## src/scfr_pkg.sv

```systemverilog
// Shared types and constants for the sum-checked frame receiver.
`default_nettype none
package scfr_pkg;

  localparam logic [7:0] SYNC_A       = 8'hFE;
  localparam logic [7:0] SYNC_B       = 8'hEF;
  localparam logic [7:0] ID_CONTROL   = 8'h11;
  localparam logic [7:0] ID_HEARTBEAT = 8'h00;

  localparam int CONTROL_PAYLOAD_BYTES = 15;
  localparam int MIN_FRAME_LEN         = 9;
  localparam int MIN_CONTROL_LEN       = CONTROL_PAYLOAD_BYTES + MIN_FRAME_LEN;
  localparam int PAYLOAD_START         = 7;
  // payload bytes actually reported: four int16 values and three flags
  localparam int CTRL_STORED_BYTES     = 11;
  localparam int CTRL_ADDR_W           = $clog2(CTRL_STORED_BYTES);

  localparam logic [2:0] ST_HEARTBEAT = 3'd0;
  localparam logic [2:0] ST_CONTROL   = 3'd1;
  localparam logic [2:0] ST_OTHER     = 3'd2;
  localparam logic [2:0] ST_CSUM_ERR  = 3'd3;
  localparam logic [2:0] ST_SHORT     = 3'd4;

  typedef enum logic [1:0] {
    PH_HUNT_A,
    PH_HUNT_B,
    PH_LENGTH,
    PH_BODY
  } phase_t;

  typedef struct packed {
    logic [2:0]         status;
    logic [7:0]         frame_seq;
    logic [7:0]         system_id;
    logic [7:0]         module_id;
    logic [7:0]         message_id;
    logic signed [15:0] pitch_tenths;
    logic signed [15:0] yaw_tenths;
    logic signed [15:0] zoom_tenths;
    logic signed [15:0] focus_tenths;
    logic [7:0]         home_flag;
    logic [7:0]         picture_flag;
    logic [7:0]         camera_mode;
  } frame_res_t;

endpackage
`default_nettype wire

```

## src/scfr_byte_if.sv

```systemverilog
// Valid/ready channel carrying one received byte per word.
`default_nettype none
interface scfr_byte_if;
  logic       valid;
  logic       ready;
  logic [7:0] rx_byte;

  modport source (output valid, output rx_byte, input ready);
  modport sink (input valid, input rx_byte, output ready);
endinterface
`default_nettype wire

```

## src/scfr_frame_if.sv

```systemverilog
// Valid/ready channel carrying one frame report per word.
`default_nettype none
interface scfr_frame_if;
  logic               valid;
  logic               ready;
  logic [2:0]         status;
  logic [7:0]         frame_seq;
  logic [7:0]         system_id;
  logic [7:0]         module_id;
  logic [7:0]         message_id;
  logic signed [15:0] pitch_tenths;
  logic signed [15:0] yaw_tenths;
  logic signed [15:0] zoom_tenths;
  logic signed [15:0] focus_tenths;
  logic [7:0]         home_flag;
  logic [7:0]         picture_flag;
  logic [7:0]         camera_mode;

  modport source (
    output valid, output status, output frame_seq, output system_id, output module_id,
    output message_id, output pitch_tenths, output yaw_tenths, output zoom_tenths,
    output focus_tenths, output home_flag, output picture_flag, output camera_mode,
    input ready
  );
  modport sink (
    input valid, input status, input frame_seq, input system_id, input module_id,
    input message_id, input pitch_tenths, input yaw_tenths, input zoom_tenths,
    input focus_tenths, input home_flag, input picture_flag, input camera_mode,
    output ready
  );
endinterface
`default_nettype wire

```

## src/scfr_in_stage.sv

```systemverilog
// Input register for received bytes.
`default_nettype none
module scfr_in_stage (
  input  wire logic       clk,
  input  wire logic       rst,
  input  wire logic       valid,
  output logic            ready,
  input  wire logic [7:0] rx_byte,
  input  wire logic       room,
  output logic            proc,
  output logic [7:0]      byte_q
);

  logic       byte_valid;
  logic [7:0] byte_hold;

  assign proc   = byte_valid && room;
  assign ready  = !byte_valid || room;
  assign byte_q = byte_hold;

  always_ff @(posedge clk) begin
    if (rst) begin
      byte_valid <= 1'b0;
    end else if (valid && ready) begin
      byte_valid <= 1'b1;
    end else if (proc) begin
      byte_valid <= 1'b0;
    end
  end

  always_ff @(posedge clk) begin
    if (valid && ready) begin
      byte_hold <= rx_byte;
    end
  end

endmodule
`default_nettype wire

```

## src/scfr_parser.sv

```systemverilog
// Frame parser: sync hunt, header capture, checksum and report build.
`default_nettype none
module scfr_parser (
  input  wire logic              clk,
  input  wire logic              rst,
  input  wire logic              proc,
  input  wire logic [7:0]        byte_q,
  output logic                   res_valid,
  output scfr_pkg::frame_res_t   res
);

  scfr_pkg::phase_t phase, phase_next;
  logic [7:0]  byte_index, byte_index_next;
  logic [7:0]  frame_length, frame_length_next;
  logic [15:0] running_sum, running_sum_next;
  logic [7:0]  seq_hold, seq_hold_next;
  logic [7:0]  system_hold, system_hold_next;
  logic [7:0]  module_hold, module_hold_next;
  logic [7:0]  msg_hold, msg_hold_next;
  logic [7:0]  sum_low_hold, sum_low_hold_next;
  logic [7:0]  payload [scfr_pkg::CTRL_STORED_BYTES];

  logic [7:0]  len_m2;
  logic [7:0]  pay_off;
  logic        pay_we;
  logic [15:0] sum_add;

  assign len_m2  = frame_length - 8'd2;
  assign pay_off = byte_index - 8'(scfr_pkg::PAYLOAD_START);
  assign sum_add = running_sum + {8'h00, byte_q};

  always_ff @(posedge clk) begin
    if (rst) begin
      phase        <= scfr_pkg::PH_HUNT_A;
      byte_index   <= '0;
      frame_length <= '0;
      running_sum  <= '0;
      seq_hold     <= '0;
      system_hold  <= '0;
      module_hold  <= '0;
      msg_hold     <= '0;
      sum_low_hold <= '0;
    end else begin
      phase        <= phase_next;
      byte_index   <= byte_index_next;
      frame_length <= frame_length_next;
      running_sum  <= running_sum_next;
      seq_hold     <= seq_hold_next;
      system_hold  <= system_hold_next;
      module_hold  <= module_hold_next;
      msg_hold     <= msg_hold_next;
      sum_low_hold <= sum_low_hold_next;
    end
  end

  always_ff @(posedge clk) begin
    if (pay_we) begin
      payload[pay_off[scfr_pkg::CTRL_ADDR_W-1:0]] <= byte_q;
    end
  end

  always_comb begin
    phase_next        = phase;
    byte_index_next   = byte_index;
    frame_length_next = frame_length;
    running_sum_next  = running_sum;
    seq_hold_next     = seq_hold;
    system_hold_next  = system_hold;
    module_hold_next  = module_hold;
    msg_hold_next     = msg_hold;
    sum_low_hold_next = sum_low_hold;
    pay_we            = 1'b0;
    res_valid         = 1'b0;
    res               = '0;
    if (proc) begin
      unique case (phase)
        scfr_pkg::PH_HUNT_A: begin
          if (byte_q == scfr_pkg::SYNC_A) begin
            running_sum_next = {8'h00, scfr_pkg::SYNC_A};
            phase_next       = scfr_pkg::PH_HUNT_B;
          end
        end
        scfr_pkg::PH_HUNT_B: begin
          if (byte_q == scfr_pkg::SYNC_B) begin
            running_sum_next = sum_add;
            phase_next       = scfr_pkg::PH_LENGTH;
          end else if (byte_q == scfr_pkg::SYNC_A) begin
            running_sum_next = {8'h00, scfr_pkg::SYNC_A};
          end else begin
            phase_next = scfr_pkg::PH_HUNT_A;
          end
        end
        scfr_pkg::PH_LENGTH: begin
          if (byte_q < 8'(scfr_pkg::MIN_FRAME_LEN)) begin
            res_valid       = 1'b1;
            res.status      = scfr_pkg::ST_SHORT;
            phase_next      = scfr_pkg::PH_HUNT_A;
            byte_index_next = '0;
          end else begin
            frame_length_next = byte_q;
            running_sum_next  = sum_add;
            byte_index_next   = 8'd3;
            phase_next        = scfr_pkg::PH_BODY;
          end
        end
        scfr_pkg::PH_BODY: begin
          if (byte_index < len_m2) begin
            running_sum_next = sum_add;
            byte_index_next  = byte_index + 8'd1;
            priority if (byte_index == 8'd3) begin
              seq_hold_next = byte_q;
            end else if (byte_index == 8'd4) begin
              system_hold_next = byte_q;
            end else if (byte_index == 8'd5) begin
              module_hold_next = byte_q;
            end else if (byte_index == 8'd6) begin
              msg_hold_next = byte_q;
            end else begin
              pay_we = pay_off < 8'(scfr_pkg::CTRL_STORED_BYTES);
            end
          end else if (byte_index == len_m2) begin
            sum_low_hold_next = byte_q;
            byte_index_next   = byte_index + 8'd1;
          end else begin
            // checksum high byte closes the frame
            phase_next      = scfr_pkg::PH_HUNT_A;
            byte_index_next = '0;
            res_valid       = 1'b1;
            res.frame_seq   = seq_hold;
            res.system_id   = system_hold;
            res.module_id   = module_hold;
            res.message_id  = msg_hold;
            priority if (sum_low_hold != running_sum[7:0] || byte_q != running_sum[15:8]) begin
              res.status = scfr_pkg::ST_CSUM_ERR;
            end else if (msg_hold == scfr_pkg::ID_CONTROL) begin
              if (frame_length < 8'(scfr_pkg::MIN_CONTROL_LEN)) begin
                res.status = scfr_pkg::ST_SHORT;
              end else begin
                res.status       = scfr_pkg::ST_CONTROL;
                res.pitch_tenths = {payload[1], payload[0]};
                res.yaw_tenths   = {payload[3], payload[2]};
                res.zoom_tenths  = {payload[5], payload[4]};
                res.focus_tenths = {payload[7], payload[6]};
                res.home_flag    = payload[8];
                res.picture_flag = payload[9];
                res.camera_mode  = payload[10];
              end
            end else if (msg_hold == scfr_pkg::ID_HEARTBEAT) begin
              res.status = scfr_pkg::ST_HEARTBEAT;
            end else begin
              res.status = scfr_pkg::ST_OTHER;
            end
          end
        end
        default: begin
          phase_next = scfr_pkg::PH_HUNT_A;
        end
      endcase
    end
  end

endmodule
`default_nettype wire

```

## src/scfr_out_buf.sv

```systemverilog
// Two-word result buffer between parser and output channel.
`default_nettype none
module scfr_out_buf (
  input  wire logic                 clk,
  input  wire logic                 rst,
  input  wire logic                 push,
  input  wire scfr_pkg::frame_res_t push_data,
  output logic                      room,
  output logic                      valid,
  input  wire logic                 ready,
  output scfr_pkg::frame_res_t      data
);

  scfr_pkg::frame_res_t mem [2];
  logic       wr_ptr;
  logic       rd_ptr;
  logic [1:0] count;
  logic       pop;

  assign room  = count != 2'd2;
  assign valid = count != 2'd0;
  assign pop   = valid && ready;
  assign data  = mem[rd_ptr];

  always_ff @(posedge clk) begin
    if (rst) begin
      wr_ptr <= 1'b0;
      rd_ptr <= 1'b0;
      count  <= '0;
    end else begin
      if (push) begin
        wr_ptr <= !wr_ptr;
      end
      if (pop) begin
        rd_ptr <= !rd_ptr;
      end
      if (push && !pop) begin
        count <= count + 2'd1;
      end else if (pop && !push) begin
        count <= count - 2'd1;
      end
    end
  end

  always_ff @(posedge clk) begin
    if (push) begin
      mem[wr_ptr] <= push_data;
    end
  end

endmodule
`default_nettype wire

```

## src/sum_checked_frame_receiver_top.sv

```systemverilog
// A frame report's last byte passes through the input register and the parser into the result buffer, which offers it.
// Throughput: one byte per cycle; input stalls only when both result buffer slots are full.
// The parser state update is one short add/compare step between input and result registers.
// Reset (rst, synchronous, active high) returns the parser to sync hunt and empties the
// buffers; stored payload bytes are not cleared.
`default_nettype none
module sum_checked_frame_receiver_top (
  input  wire logic   clk,
  input  wire logic   rst,
  scfr_byte_if.sink   rx,
  scfr_frame_if.source frame
);

  logic                 proc;
  logic [7:0]           byte_q;
  logic                 room;
  logic                 res_valid;
  scfr_pkg::frame_res_t res;
  scfr_pkg::frame_res_t out_data;

  scfr_in_stage u_in_stage (
    .clk     (clk),
    .rst     (rst),
    .valid   (rx.valid),
    .ready   (rx.ready),
    .rx_byte (rx.rx_byte),
    .room    (room),
    .proc    (proc),
    .byte_q  (byte_q)
  );

  scfr_parser u_parser (
    .clk       (clk),
    .rst       (rst),
    .proc      (proc),
    .byte_q    (byte_q),
    .res_valid (res_valid),
    .res       (res)
  );

  scfr_out_buf u_out_buf (
    .clk       (clk),
    .rst       (rst),
    .push      (res_valid),
    .push_data (res),
    .room      (room),
    .valid     (frame.valid),
    .ready     (frame.ready),
    .data      (out_data)
  );

  assign frame.status       = out_data.status;
  assign frame.frame_seq    = out_data.frame_seq;
  assign frame.system_id    = out_data.system_id;
  assign frame.module_id    = out_data.module_id;
  assign frame.message_id   = out_data.message_id;
  assign frame.pitch_tenths = out_data.pitch_tenths;
  assign frame.yaw_tenths   = out_data.yaw_tenths;
  assign frame.zoom_tenths  = out_data.zoom_tenths;
  assign frame.focus_tenths = out_data.focus_tenths;
  assign frame.home_flag    = out_data.home_flag;
  assign frame.picture_flag = out_data.picture_flag;
  assign frame.camera_mode  = out_data.camera_mode;

endmodule
`default_nettype wire

```

## src/flat_wrapper.sv

```systemverilog
// flat-port wrapper written by rule: the top's interface ports become plain ports
module sum_checked_frame_receiver_top_flat 
  (clk, rst, rx_valid, rx_rx_byte, rx_ready, frame_valid, frame_status, frame_frame_seq, frame_system_id, frame_module_id, frame_message_id, frame_pitch_tenths, frame_yaw_tenths, frame_zoom_tenths, frame_focus_tenths, frame_home_flag, frame_picture_flag, frame_camera_mode, frame_ready);
  scfr_byte_if rx_i ();
  scfr_frame_if frame_i ();
  input  wire logic clk;
  input  wire logic rst;
  input wire logic [$bits(rx_i.valid)-1:0] rx_valid;
  input wire logic [$bits(rx_i.rx_byte)-1:0] rx_rx_byte;
  output wire logic [$bits(rx_i.ready)-1:0] rx_ready;
  output wire logic [$bits(frame_i.valid)-1:0] frame_valid;
  output wire logic [$bits(frame_i.status)-1:0] frame_status;
  output wire logic [$bits(frame_i.frame_seq)-1:0] frame_frame_seq;
  output wire logic [$bits(frame_i.system_id)-1:0] frame_system_id;
  output wire logic [$bits(frame_i.module_id)-1:0] frame_module_id;
  output wire logic [$bits(frame_i.message_id)-1:0] frame_message_id;
  output wire logic [$bits(frame_i.pitch_tenths)-1:0] frame_pitch_tenths;
  output wire logic [$bits(frame_i.yaw_tenths)-1:0] frame_yaw_tenths;
  output wire logic [$bits(frame_i.zoom_tenths)-1:0] frame_zoom_tenths;
  output wire logic [$bits(frame_i.focus_tenths)-1:0] frame_focus_tenths;
  output wire logic [$bits(frame_i.home_flag)-1:0] frame_home_flag;
  output wire logic [$bits(frame_i.picture_flag)-1:0] frame_picture_flag;
  output wire logic [$bits(frame_i.camera_mode)-1:0] frame_camera_mode;
  input wire logic [$bits(frame_i.ready)-1:0] frame_ready;
  assign rx_i.valid = rx_valid;
  assign rx_i.rx_byte = rx_rx_byte;
  assign rx_ready = rx_i.ready;
  assign frame_valid = frame_i.valid;
  assign frame_status = frame_i.status;
  assign frame_frame_seq = frame_i.frame_seq;
  assign frame_system_id = frame_i.system_id;
  assign frame_module_id = frame_i.module_id;
  assign frame_message_id = frame_i.message_id;
  assign frame_pitch_tenths = frame_i.pitch_tenths;
  assign frame_yaw_tenths = frame_i.yaw_tenths;
  assign frame_zoom_tenths = frame_i.zoom_tenths;
  assign frame_focus_tenths = frame_i.focus_tenths;
  assign frame_home_flag = frame_i.home_flag;
  assign frame_picture_flag = frame_i.picture_flag;
  assign frame_camera_mode = frame_i.camera_mode;
  assign frame_i.ready = frame_ready;
  sum_checked_frame_receiver_top u_core (.clk(clk), .rst(rst), .rx(rx_i), .frame(frame_i));
endmodule
```

## config.mk

```make
export PLATFORM = sky130hd
export DESIGN_NAME = sum_checked_frame_receiver_top_flat
export DESIGN_NICKNAME = d
export VERILOG_FILES = /design/src/scfr_pkg.sv /design/src/scfr_byte_if.sv /design/src/scfr_frame_if.sv /design/src/scfr_in_stage.sv /design/src/scfr_parser.sv /design/src/scfr_out_buf.sv /design/src/sum_checked_frame_receiver_top.sv /design/src/flat_wrapper.sv
export SDC_FILE = /design/constraint.sdc
export NUM_CORES = 1
export LEC_CHECK = 0
export BUFFER_PORTS_ARGS = -buffer_cell sky130_fd_sc_hd__clkbuf_2
export CAP_MARGIN = 0
export CORE_MARGIN = 1
export CORE_UTILIZATION = 50
export DETAILED_ROUTE_END_ITERATION = 12
export PLACE_DENSITY_LB_ADDON = 0.15
export SYNTH_ARGS = -nofsm -noshare
export SYNTH_HDL_FRONTEND = slang
export SYNTH_SLANG_ARGS = --single-unit
export TNS_END_PERCENT = 100
```

## constraint.sdc

```tcl
create_clock -name clk -period 7.1 [get_ports clk]
set_input_delay 0.71 -clock clk [delete_from_list [all_inputs] [get_ports clk]]
set_output_delay 0.71 -clock clk [all_outputs]
set_load 0.005 [all_outputs]
```

==> flow_summary.toml, run 1 <==
[status]
outcome = "completed"

[finish]
fin_area_mm2 = 0.0196
fin_cells = 1762
antennaDiodeCount = 0
fin_nets = 1318
layout-drive-gt1-share_pct = 26.9
area_delta_synth_final_pct = 14.4

[yosys]
yosysMostFrequentCell = "edfxtp_1"
avgSynthCellArea_um2 = 15.0
postSynthCellCount = 1140
syn_area_mm2 = 0.0171
ys_ff_latch = 422
synth_commonest_cells = "edfxtp_1, mux2_2, and2_1"
synth_nets = 1178
synthArstFlopShare_pct = 0
yosysUniqueCellTypes = 61
synth.largest_area_cell = "edfxtp_1"
synth_top_area_share_pct = 60.0
synth_edf_count = 342
synth_flop_cell = "edfxtp_1"
synthTopCellsByArea = "edfxtp_1, dfxtp_1, mux2_2, and2_1, mux2i_1"
synth_seq_area_share_pct = 69.4
yosysWarnings = 0

[detailed_routing]
final_antenna_net_count = 0
drc = 0
dr.pass1.iters = 5
drt-vias-per-instance = 5.37
wl_per_cell_um = 19.4
initialDrtViolationCount = 722
dr_total_vias = 9457
routed_wirelength_um = 34200

[timing]
fin_worst_skew_ps = 18.2
finalCriticalPeriod_ps = 4070
slew_viol_final = 0
clock.fmax_mhz = 246
fin_tns_setup_ps = 0
worst_slew_pin_slew_ps = 958
rsz0062_at_grt = "false"
fin_crit_sh_pct = 57.3
hold_viol_final = 0
finalSetupViolCount = 0
slew_headroom_pct = 35.9

[job]
cap_viol_max_count = 0

[worst_setup_path]
path_cells = "nor3_1, nand3_1, xor2_1, ha_1, nand2_1, o21ai_2, inv_1, a211oi_4, buf_4, o21ai_0, inv_4, buf_12"
critPathMaxStageDelay_ps = 600
cpMaxStageDelayCell = "inv_4"
path_buf_inv = 4
r2r_end = "u_core.u_out_buf.mem[0][20]"
r2r_slack_ps = 3030
end_kind = "flip-flop"
reg2reg_depth = 12
crit_fanout = 70
arrival_ps = 4250
cp.required_ps = 7280
cp-start-kind = "flip-flop"
worstSetupPathType = "flip-flop to flip-flop"
path_delay_family = "buffers and inverters"
r2r_start = "u_core.u_parser.frame_length[3]"

[floorplan]
die_y_um = 187
core_mm2 = 0.0336
start_util_pct = 50.9
rows = 67
die_x_um = 187
dieArea_mm2 = 0.0350
ioPinCount = 137

[place]
dpl.cell_count = 1684
io_buffers = 136
place_congestion = 0.804
place_hpwl_um = 19700
placed_cell_area_mm2 = 0.0182

[clocking]
clk_path_buf_depth = 3
cts_tree = "done"
clk_pin_slew_ps = 60
cts_buffers = 42
root_buffer = "clkbuf_16"
clk_latency_ps = 540
cts.repair.resized = 0
holdBufCountCts = 0
clkSinkCount = 422
h-tree-depth = 2
postCtsSetupBuffers = 0

[global_route]
grt_max_degree = 124
grt_overflow = 0
grt_pass1_wl_um = 52100
antenna_found_initial = 0
grt_pass1_vias = 9037
grt_usage_pct = 19.4

[worst_hold_path]
hold_path_class = "input port to flip-flop"
holdCritStartpoint = "rx_rx_byte[2]"
whs_path_depth = 1
holdPathEnd = "u_core.u_in_stage.byte_q[2]"

[power]
peakVddDrop_mv = 0.175
p_leak_nw = 7.39
power.total_mw = 5.05
power_density_mw_per_mm2 = 258
==> final cells by class <==
cell class | count | area (um2)
fill | 2639 | 14000
sequential | 422 | 11900
multi-input combinational | 646 | 4900
clock buffer | 67 | 1210
timing repair buffer | 150 | 811
tap | 448 | 561
clock inverter | 11 | 150
inverter | 18 | 70.1
==> how the worst max path moves through the flow <==
| stage | startpoint | to | cells past startpoint |
|---|---|---|---|
| floorplan | u_core.u_parser.frame_length[3] | u_core.u_out_buf.mem[1][0] | 10 |
| global placement | u_core.u_parser.frame_length[3] | u_core.u_out_buf.mem[0][43] | 12 |
| detailed placement | u_core.u_parser.frame_length[3] | u_core.u_out_buf.mem[0][46] | 12 |
| CTS | u_core.u_parser.frame_length[3] | u_core.u_out_buf.mem[0][114] | 12 |
| global route | u_core.u_parser.frame_length[3] | u_core.u_out_buf.mem[0][114] | 12 |
| finish | u_core.u_parser.frame_length[3] | u_core.u_out_buf.mem[0][20] | 12 |
==> per-stage QoR <==
stage | hold slack, ps | util (%) | worst slack, ps
detailed placement | 458 | 54.2 | 3010
floorplan | 440 | - | 1440
finish | 345 | 58.2 | 3030
global placement | 448 | 54.2 | 3100
global route | 316 | 58.2 | 2750
CTS | 319 | 58.2 | 2940
==> placed cells by master (no fill, tap or decap), types with 4 or more instances in the layout <==
| cell | Yosys | routed |
|---|---|---|
| clkbuf_1 | 30 | 20 |
| clkinv_2 | 0 | 4 |
| nand4_1 | 14 | 14 |
| mux2i_1 | 44 | 44 |
| edfxtp_1 | 342 | 342 |
| o21ai_0 | 9 | 9 |
| clkbuf_16 | 0 | 43 |
| o22ai_1 | 6 | 6 |
| a211oi_1 | 11 | 11 |
| xnor2_1 | 26 | 26 |
| nand3_1 | 16 | 16 |
| o211ai_1 | 4 | 4 |
| a21o_1 | 4 | 4 |
| clkbuf_2 | 6 | 136 |
| nor2_1 | 89 | 88 |
| and2_1 | 121 | 121 |
| inv_1 | 18 | 17 |
| or3_1 | 4 | 4 |
| or4_1 | 6 | 6 |
| nor3_1 | 9 | 9 |
| xor2_1 | 12 | 12 |
| dfxtp_1 | 80 | 79 |
| ha_1 | 25 | 25 |
| o21ai_1 | 4 | 4 |
| a31oi_1 | 8 | 8 |
| a21oi_1 | 25 | 25 |
| nand2_1 | 27 | 27 |
| nand2b_1 | 6 | 6 |
| buf_4 | 8 | 12 |
| clkbuf_8 | 0 | 4 |
| mux2_2 | 123 | 123 |
| nor4_1 | 4 | 4 |
| nor2b_1 | 4 | 4 |
==> per-layer routing <==
metal,part of all wire (%),global-route usage [%]
met5,0,0
met4,1.3,4.51
met3,4.7,2.91
met2,48,31.5
met1,46,27.6
==> flip-flops by register name, summed over array words and instances, names as in the netlist, named ones only <==
name	flops
u_core.u_parser.frame_length	8
u_core.u_out_buf.mem	246
u_core.u_parser.module_hold	8
u_core.u_parser.sum_low_hold	8
u_core.u_in_stage.byte_q	8
u_core.u_out_buf.rd_ptr	1
u_core.u_parser.seq_hold	8
u_core.u_in_stage.byte_valid	1
u_core.u_out_buf.wr_ptr	1
u_core.u_parser.phase	2
u_core.u_parser.running_sum	16
u_core.u_out_buf.count	2
u_core.u_parser.msg_hold	8
u_core.u_parser.byte_index	8
u_core.u_parser.payload	88
u_core.u_parser.system_hold	8
==> cells by family after synthesis <==
kind of cell,share of synthesized area [%]
AND/OR/NAND/NOR,10.4
adder cells (fa/ha/maj),1.95
multiplexers,10.7
XOR/XNOR,1.95
AO/OA/AOI/OAI,3.67
flip-flops,69.4
buffers and inverters,2.01
==> power breakdown <==
part           internal (mW)  leakage, nW  switching [mW]
clock network           1.28        0.656           0.887
registers               2.65         3.79          0.0171
logic                  0.108         2.95           0.105
Note: power is estimated with default switching activity, not from simulation.
==> run 2: changes to the inputs <==
==> constraint.sdc (replaced) <==
create_clock -name clk -period 3.4 [get_ports clk]
set_input_delay 0.34 -clock clk [delete_from_list [all_inputs] [get_ports clk]]
set_output_delay 0.34 -clock clk [all_outputs]
set_load 0.005 [all_outputs]
==> flow_summary.toml, run 2 (synthesis results as in run 1) <==
[floorplan]
start_util_pct = 50.9
core_mm2 = 0.0336
rows = 67
die_y_um = 187
die_x_um = 187
ioPinCount = 137
dieArea_mm2 = 0.0350

[worst_setup_path]
worstSetupPathType = "flip-flop to flip-flop"
reg2reg_depth = 10
crit_start = "u_core.u_parser.frame_length[3]"
r2r_end = "u_core.u_out_buf.mem[0][73]"
r2r_slack_ps = 340
crit_fanout = 80
end_kind = "flip-flop"
cp-start-kind = "flip-flop"
arrival_ps = 3230
cp.required_ps = 3570
r2r_start = "u_core.u_parser.frame_length[3]"

[clocking]
clk_latency_ps = 530
cts_tree = "done"
clkSinkCount = 422
h-tree-depth = 2
root_buffer = "clkbuf_16"
cts_buffers = 43
clk_path_buf_depth = 3
clk_pin_slew_ps = 60

[global_route]
grt_pass1_vias = 9359
grt_pass1_wl_um = 52700
grt_overflow = 0
grt_usage_pct = 19.5
antenna_found_initial = 1
grt_max_degree = 81

[power]
p_sw_share_pct = 20.1
power_switching_mw = 2.11
peakVddDrop_mv = 0.392
p_leak_nw = 7.58
power.total_mw = 10.5
p_clk_share_pct = 42.5
power_density_mw_per_mm2 = 527
p_int_mw = 8.40
pwr-share-comb_pct = 4.4
seq_power_share_pct = 53.1

[timing]
finalSetupViolCount = 0
fin_crit_sh_pct = 90.1
slew_viol_final = 0
worst_slack_ps = 335
fin_worst_skew_ps = 11.2
worst_slew_pin_slew_ps = 939
slew_headroom_pct = 37.4
finalCriticalPeriod_ps = 3060
clock.fmax_mhz = 326
hold_viol_final = 0
rsz0062_at_grt = "false"

[job]
cap_viol_max_count = 0

[detailed_routing]
initialDrtViolationCount = 521
routed_wirelength_um = 34300
dr_total_vias = 9521
drt-vias-per-instance = 5.29
drc = 0
wl_per_cell_um = 19.1
dr.pass1.iters = 5
final_antenna_net_count = 0

[place]
place_congestion = 0.807
io_buffers = 136
place_hpwl_um = 21400
dp_slack_ps = 368

[finish]
multi_input_area_mm2 = 0.00493
regMostFlops = "u_core.u_out_buf.mem"
mostFrequentLayoutCells = "edfxtp_1, clkbuf_2, mux2_2"
fin_nets = 1356
area_delta_synth_final_pct = 16.6
ff_latch_area_mm2 = 0.0119
layout-drive-gt1-share_pct = 28.8
largest_register_ffs = 246
layout_commonest_cell = "edfxtp_1"
fillers = 2672

[worst_hold_path]
holdCritStartpoint = "rx_valid"
whs_path_depth = 3
holdPathEnd = "u_core.u_in_stage.byte_valid"
hold_path_class = "input port to flip-flop"

[status]
outcome = "completed"
==> run 2: changes by cell type in the layout (fill, tap and decap cells not counted), sizes merged <==
| cell | previous run | this run |
|---|---|---|
| buf | 14 | 43 |
| dlygate4sd3 | 0 | 8 |
| clkinv | 5 | 11 |
| clkbuf | 203 | 199 |
| inv | 20 | 18 |
| clkinvlp | 1 | 2 |
| diode | 0 | 1 |
==> run 2: worst max path at each step <==
| stage | to | cells past startpoint |
|---|---|---|
| floorplan | u_core.u_out_buf.mem[1][0] | 9 |
| global placement | u_core.u_out_buf.mem[0][71] | 10 |
| detailed placement | u_core.u_out_buf.mem[0][76] | 10 |
| CTS | u_core.u_out_buf.mem[0][73] | 10 |
| global route | u_core.u_out_buf.mem[0][73] | 10 |
| finish | u_core.u_out_buf.mem[0][73] | 10 |
==> run 2: per-layer routing <==
layer  vias up  track usage, %  wire, um
li1       4574               -         -
met1      4704            26.6     15800
met2       200            32.7     16700
met3        43            2.96      1320
met4         0            5.23       591
met5         -               0         0
==> run 2: worst max-delay path, stage by stage (launching register included) <==
cell	delay [ps]
dfxtp_2	350
nor3_2	210
nand3b_1	110
xor2_1	150
ha_1	330
nand4_1	170
a21o_1	290
a211oi_4	340
o21ai_1	170
clkinvlp_4	140
buf_12	360
==> run 2: power by group through the flow <==
stage | combinational, mW | sequential (mW) | clock, mW
final | 0.460 | 5.58 | 4.47
after global routing | 0.495 | 5.58 | 4.76
after CTS | 0.471 | 5.58 | 4.58
after detailed placement | 0.461 | 5.69 | 0
after global placement | 0.461 | 5.69 | 0
after floorplan | 0.270 | 5.66 | 0
==> run 2: cell type report <==
type	instances	share of cell area, %
Sequential cell	422	59.5
Tap cell	448	2.81
Clock inverter	16	0.828
Antenna cell	1	0.0125
Timing Repair Buffer	187	5.87
Multi-Input combinational cell	646	24.7
Inverter	18	0.357
Clock buffer	63	5.88
==> run 2: per-stage QoR <==
stage / instance area (um2) / TNS, ps / util, % / hold WS (ps) / instances
2_1_floorplan: 17200 / -178800 / - / 439 / 1140
3_3_place_gp: 18500 / 0 / 55.1 / 451 / 1713
3_5_place_dp: 18500 / 0 / 55.1 / 454 / 1713
4_1_cts: 20000 / 0 / 59.3 / 29.9 / 1800
5_1_grt: 20000 / 0 / 59.3 / 50.3 / 1800
6_report: 20000 / 0 / 59.4 / 58.6 / 1801
==> run 2: repair_timing <==
| action | CTS | global route |
|---|---|---|
| endpoints found under the hold margin | 8 | 0 |
| resized for setup | 0 | 0 |
| hold buffers | 8 | 0 |
| buffers inserted | 0 | 0 |
